$ cat config.mk
export PLATFORM = sky130hd
export DESIGN_NAME = rarb_ctrl
export DESIGN_NICKNAME = d
export VERILOG_FILES = /design/src/hw/rtl/resampling_audio_ring_buffer_top_assert.svh /design/src/hw/rtl/rarb_pkg.sv /design/src/hw/rtl/rarb_ctrl.sv
export SDC_FILE = /design/constraint.sdc
export NUM_CORES = 1
export LEC_CHECK = 0
export ABC_AREA = 0
export BUFFER_PORTS_ARGS = -buffer_cell sky130_fd_sc_hd__buf_2
export CORE_AREA = 2 2 39 41
export CTS_CLUSTER_SIZE = 16
export DETAILED_ROUTE_END_ITERATION = 8
export DIE_AREA = 0 0 41 43
export GPL_TIMING_DRIVEN = 0
export HOLD_SLACK_MARGIN = 0.06
export MAX_ROUTING_LAYER = met4
export SLEW_MARGIN = 20
export SYNTH_ARGS = -nofsm -noshare
export SYNTH_HDL_FRONTEND = slang
export SYNTH_SLANG_ARGS = --single-unit
$ cat constraint.sdc
create_clock -name clk_i -period 2 [get_ports clk_i]
set_input_delay 0.4 -clock clk_i [delete_from_list [all_inputs] [get_ports clk_i]]
set_output_delay 0.4 -clock clk_i [all_outputs]
set_load 0.05 [all_outputs]
$ cat src/hw/rtl/resampling_audio_ring_buffer_top_assert.svh
// Assertion macros for the resampling audio ring buffer.
`ifndef RESAMPLING_AUDIO_RING_BUFFER_TOP_ASSERT_SVH
`define RESAMPLING_AUDIO_RING_BUFFER_TOP_ASSERT_SVH

// Same-cycle implication, sampled on clk_i and idle while rst_ni is low.
`define RARB_ASSERT_IMP(lbl, ante, cons) \
  lbl: assert property (@(posedge clk_i) disable iff (!rst_ni) (ante) |-> (cons)) \
    else $error("rarb assertion failed");

// Next-cycle implication, sampled on clk_i and idle while rst_ni is low.
`define RARB_ASSERT_NXT(lbl, ante, cons) \
  lbl: assert property (@(posedge clk_i) disable iff (!rst_ni) (ante) |=> (cons)) \
    else $error("rarb assertion failed");

`endif

$ cat src/hw/rtl/rarb_pkg.sv
// Shared types and constants of the resampling audio ring buffer.
`default_nettype none

package rarb_pkg;

  localparam int unsigned SAMPLE_W = 16;
  localparam int unsigned PHASE_W  = 12;
  localparam int unsigned STEP_W   = 13;
  localparam int unsigned WCOUNT_W = 7;
  localparam int unsigned BCOUNT_W = 11;
  localparam int unsigned DIFF_W   = SAMPLE_W + 1;
  localparam int unsigned PROD_W   = DIFF_W + PHASE_W + 1;
  localparam int unsigned ENTRY_W  = 2 * SAMPLE_W;

  localparam logic [STEP_W-1:0] STEP_MIN   = 13'd64;
  localparam logic [STEP_W-1:0] STEP_MAX   = 13'd4096;
  localparam logic [STEP_W-1:0] STEP_RESET = 13'd4096;

  typedef enum logic {
    OP_PUSH  = 1'b0,
    OP_DRAIN = 1'b1
  } opcode_e;

  // Commands from the controller to the datapath.
  typedef struct packed {
    logic store_first;
    logic start_gen;
    logic gen_step;
    logic finish_gen;
    logic drain_hit;
    logic drain_miss;
    logic load_out;
  } cmd_t;

  // Status from the datapath to the controller.
  typedef struct packed {
    logic have_prev;
    logic empty;
    logic gen_last;
  } sts_t;

endpackage

`default_nettype wire

$ cat src/hw/rtl/rarb_ctrl.sv
// Controller state machine of the resampling audio ring buffer.
`default_nettype none

module rarb_ctrl (
  input  wire logic              clk_i,
  input  wire logic              rst_ni,
  input  wire logic              in_valid_i,
  input  wire rarb_pkg::opcode_e opcode_i,
  input  wire logic              first_i,
  output logic                   in_ready_o,
  output logic                   out_valid_o,
  input  wire logic              out_ready_i,
  input  wire rarb_pkg::sts_t    sts_i,
  output rarb_pkg::cmd_t         cmd_o
);
  import rarb_pkg::*;

  typedef enum logic [3:0] {
    ST_IDLE  = 4'b0001,
    ST_GEN   = 4'b0010,
    ST_FLUSH = 4'b0100,
    ST_DONE  = 4'b1000
  } state_e;

  state_e state_q, state_d;
  logic   out_vld_q, out_vld_d;
  logic   accept;
  logic   slot_free;

  assign accept     = in_valid_i && (state_q == ST_IDLE);
  assign slot_free  = !out_vld_q || out_ready_i;
  assign in_ready_o = (state_q == ST_IDLE);
  assign out_valid_o = out_vld_q;

  // Next state and command decode.
  always_comb begin
    state_d = state_q;
    cmd_o   = '0;
    unique case (state_q)
      ST_IDLE: begin
        if (accept) begin
          if (opcode_i == OP_DRAIN) begin
            cmd_o.drain_hit  = !sts_i.empty;
            cmd_o.drain_miss = sts_i.empty;
            state_d = ST_DONE;
          end else if (first_i || !sts_i.have_prev) begin
            cmd_o.store_first = 1'b1;
            state_d = ST_DONE;
          end else begin
            cmd_o.start_gen = 1'b1;
            state_d = ST_GEN;
          end
        end
      end
      ST_GEN: begin
        cmd_o.gen_step = 1'b1;
        if (sts_i.gen_last) begin
          state_d = ST_FLUSH;
        end
      end
      ST_FLUSH: begin
        cmd_o.finish_gen = 1'b1;
        state_d = ST_DONE;
      end
      ST_DONE: begin
        if (slot_free) begin
          cmd_o.load_out = 1'b1;
          state_d = ST_IDLE;
        end
      end
      default: begin
        state_d = ST_IDLE;
      end
    endcase
  end

  // Result register valid flag.
  always_comb begin
    if (cmd_o.load_out) begin
      out_vld_d = 1'b1;
    end else if (out_ready_i) begin
      out_vld_d = 1'b0;
    end else begin
      out_vld_d = out_vld_q;
    end
  end

  always_ff @(posedge clk_i or negedge rst_ni) begin
    if (!rst_ni) begin
      state_q   <= ST_IDLE;
      out_vld_q <= 1'b0;
    end else begin
      state_q   <= state_d;
      out_vld_q <= out_vld_d;
    end
  end

endmodule

`default_nettype wire

**Word level (Yosys, flattened, before mapping)**

Cells that the tools add are included.

- Add/subtract/negate cells: 0
- Shift operators: 0
- Eq/ne operators: 7
- Reduce and logical (&&, ||, !) cells: 8
- $lt $le $gt $ge: 0
- Bitwise gates (word level): 0
- Mux-type cells: 20
- Div/mod/pow operators: 0
- Multiply operators: 0

Operators by type and width:

| kind | count |
|---|---|
| two-way mux 4 bit | 5 |
| one-hot mux 4 bit (4 select lines) | 1 |
| two-way mux 2 bit | 6 |
| two-way mux 1 bit | 8 |
| equality test 4 x 1 -> 1 bit (second input constant) | 1 |
| equality test 4 x 2 -> 1 bit (second input constant) | 1 |
| equality test 4 x 3 -> 1 bit (second input constant) | 1 |
| equality test 4 bit (second input constant) | 1 |
| inequality test 2 bit (second input constant) | 2 |
| zero test 1 bit | 3 |
| AND reduction 3 bit | 1 |
| logical OR 1 bit | 2 |
| inequality test 2 x 1 -> 1 bit (second input constant) | 1 |
| nonzero test 2 bit | 1 |
| logical AND 1 bit | 1 |

- Latch bits: 0
- Input bits: 9
- Register bits after elaboration: 5
- Logic and storage cells: 37
- ROM bits: 0
- Memory bits (writable): 0
- Memories: 0

**Logic depth before layout (Yosys ltp)**

- Depth after elaboration: 6
- Gate-level depth with buffers: 3

**Worst setup path before layout**

OpenSTA, ideal clock, no wires.

- Kind: register to output
- Start point: reg state_q[0]
- End point: out cmd_o[2] in the netlist's numbering
- Cell stages (with the launch flop): 4
- Slack: -1.434 ns
- Data required time: 1.600 ns
- Buffers on the path: 0
- Arrival: 3.034 ns
- Cell sequence: dfstp_2 nor4b_2 nand2_1 nor3b_1

RTL lines:

| item | line | RTL |
|---|---|---|
| start: declaration | rarb_ctrl.sv:25 | `state_e state_q, state_d;` |
| start signal: assignment | rarb_ctrl.sv:93 | `state_q <= state_d;` |
| end: declaration | rarb_ctrl.sv:14 | `output rarb_pkg::cmd_t cmd_o` |

==> results.sh <==
export IMPL_max_cap_violations=0
export IMPL_ant_nets=0
export IMPL_hpwl_um=592
export IMPL_wl_um=816
export IMPL_grt_first_pass_wirelength_um=1230
export IMPL_syn_num_nets=42
export IMPL_p_leak_nw=0.269
export IMPL_critPathCaptureType="output port"
export IMPL_clkSinkCount=5
export IMPL_worstPathCellList="nor4b_4 -> nand2_2 -> nor3b_2 -> buf_6"
export IMPL_num_io_pins=18
export IMPL_syn_area_per_cell_um2=9.67
export IMPL_grt_max_degree=7
export IMPL_cp_slowest_cell="dfstp_2"
export IMPL_max_freq_mhz=502
export IMPL_clk_path_buf_depth=2
export IMPL_whs_ns=0.377
export IMPL_drt_iter0_drc=2
export IMPL_ff2ff_path_depth=3
export IMPL_dpl_cell_area_um2=464
export IMPL_synth_cells=33
export IMPL_finalHoldViolCount=0
export IMPL_die_x_um=41
export IMPL_ys_ff_latch=5
export IMPL_nets=71
export IMPL_yosysSeqAreaShare=0.396
export IMPL_synth_area_um2=319
export IMPL_antenna_diode_count=0
export IMPL_worstHoldEndpoint="state_q[1]$_DFFE_PN0P_"
export IMPL_start_kind="flop"
export IMPL_layout_drive_gt1_share=0.738
export IMPL_finalSetupViolCount=0
export IMPL_areaGrowthSynthToFinish_pct=90.6
export IMPL_drc_errors=0
export IMPL_power_density_mw_per_mm2=1130
export IMPL_crit_required_ns=1.60
export IMPL_firstDrtPassIters=2
export IMPL_fin_crit_sh=0.996
export IMPL_crit_arrival_ns=1.59
export IMPL_rr_endpoint="state_q[0]$_DFFE_PN1P_"
export IMPL_clk_insertion_delay_late_ns=0.24
export IMPL_r2r_slack_ns=0.41
export IMPL_fillers=129
export IMPL_yosys_warnings=0
export IMPL_yosysTopAreaCellShare=0.314
export IMPL_rsz0062_at_grt="true"
export IMPL_fin_crit_ns=1.99
export IMPL_via_count=371
export IMPL_port_buffers=17
export IMPL_ys_flop_type="dfrtp_1"
export IMPL_grt_ovfl_total=0
export IMPL_status="complete, no violations"
export IMPL_drv_slew=0
export IMPL_tritoncts="built"
export IMPL_first_global_vias=310
export IMPL_cts_inserted_buffers=3
export IMPL_async_flop_share=1.00
export IMPL_gp_congestion=0.721
export IMPL_finalNonFillerCells=77
export IMPL_synth_area_top_cells="dfrtp_1 (31%), dfstp_2 (8.2%), or3b_2 (8.2%)"
export IMPL_die_height_um=43
export IMPL_crit_path_max_fanout=4
export IMPL_ys_top_cells_by_count="dfrtp_1 (4), inv_1 (3), or3b_2 (3)"
export IMPL_fin_skew_ns=0.00326
export IMPL_row_count=14
export IMPL_path_class="flop to output port"
export IMPL_worst_slew_pin_slew_ns=0.318
export IMPL_finalInstanceArea_um2=608
export IMPL_hp_class="input port to flop"
export IMPL_relSlewSlack=0.788
export IMPL_fin_util=0.439
export IMPL_cts_root_buffer="clkbuf_4"
export IMPL_htreeDepth=1
export IMPL_antenna_found_initial=0
export IMPL_synth_most_common_cell="dfrtp_1"
export IMPL_start_util=0.231
export IMPL_wl_per_cell_um=10.6
export IMPL_power_total_mw=0.688
export IMPL_yosys_area_top_type="dfrtp_1"
export IMPL_grt_util_all_layers=0.108
export IMPL_hp_start="sts_i[0]"
export IMPL_synth_cell_type_count=22
export IMPL_irDropWorstVdd_v=0.000635
export IMPL_dp_cells=66
export IMPL_hold_path_depth=2
export IMPL_viasPerCell=4.82
export IMPL_clkTransAtPathRegs_ns=0.04
export IMPL_die_area_mm2=0.00176
export IMPL_core_mm2=0.00138
export IMPL_slowest_delay_ns=0.55
export IMPL_r2r_start="state_q[2]$_DFFE_PN0P_"
export IMPL_synth_edf_count=0
-- how the worst max path moves through the flow --
stage / start / to / slack [ns] / cells past startpoint
after floorplan: state_q[0]$_DFFE_PN1P_ / cmd_o[2] / -0.55 / 3
after global placement: state_q[2]$_DFFE_PN0P_ / cmd_o[4] / 0.09 / 3
after detailed placement: state_q[0]$_DFFE_PN1P_ / cmd_o[6] / 0.09 / 4
after CTS: state_q[0]$_DFFE_PN1P_ / cmd_o[2] / -0.08 / 4
after global routing: state_q[0]$_DFFE_PN1P_ / cmd_o[2] / -0.07 / 4
final: state_q[0]$_DFFE_PN1P_ / cmd_o[2] / 0.007 / 4
-- registers in the layout, summed over array words and instances, names as in the netlist --
signal and cells:
state_q 4, out_valid_o 1
-- per-stage QoR --
stage          setup TNS (ns)  worst slack (ns)
3_3_place_gp                0            0.0942
4_1_cts                -0.180           -0.0822
6_report                    0           0.00702
2_1_floorplan           -1.57            -0.547
5_1_grt                -0.270           -0.0746
3_5_place_dp                0            0.0851
-- cells in the final DEF (no fill, tap or decap), drive strengths merged --
cell type,n
or3b,3
nand2b,1
or4b,1
or3,1
dfstp,1
dlygate4sd3,1
inv,3
and2,1
and3,1
a21oi,2
buf,25
nor3,1
o32ai,1
dfrtp,4
a211oi,1
nor2,1
clkbuf,4
o21ai,2
nor4b,3
nor3b,2
nand2,1
and4,1
-- cell families after synthesis --
kind of cell	synth area share
flip-flops	0.396
buffers and inverters	0.0823
AO/OA/AOI/OAI	0.114
AND/OR/NAND/NOR	0.408
-- report_power, final --
part | internal [mW] | switching, mW | total (mW)
clock | 0.0754 | 0.0403 | 0.116
sequential | 0.135 | 0.0408 | 0.176
combinational | 0.178 | 0.218 | 0.396
-- layout make-up --
| type | instances | area [µm²] | share of cell area |
|---|---|---|---|
| Clock buffer | 4 | 26.3 | 0.0432 |
| Inverter | 3 | 11.3 | 0.0185 |
| Timing Repair Buffer | 25 | 183 | 0.300 |
| Multi-Input combinational cell | 23 | 230 | 0.379 |
| Buffer | 1 | 7.51 | 0.0123 |
| Tap cell | 16 | 20.0 | 0.0329 |
| Sequential cell | 5 | 130 | 0.214 |
-- critical path: cells and delay by family, from the launching register on --
family / cells / cell delay, ns
buf+inv: 1 / 0.18
flops: 1 / 0.55
simple gates: 3 / 0.61
-- repair_timing --
item / in CTS / in global routing
pin swaps: 3 / 4
setup endpoints to repair: 6 / 6
hold buffers: 1 / 0
hold endpoints to repair: 4 / 0
setup buffers: 3 / 4
gates resized for setup: 10 / 9
-- routing by layer --
layer	vias up	routed length [µm]	global-route usage
met4	0	0	0
li1	179	-	-
met1	182	348	0.138
met5	-	0	-
met2	10	413	0.138
met3	0	54	0.0942
Power figures use the tool's default switching activity.
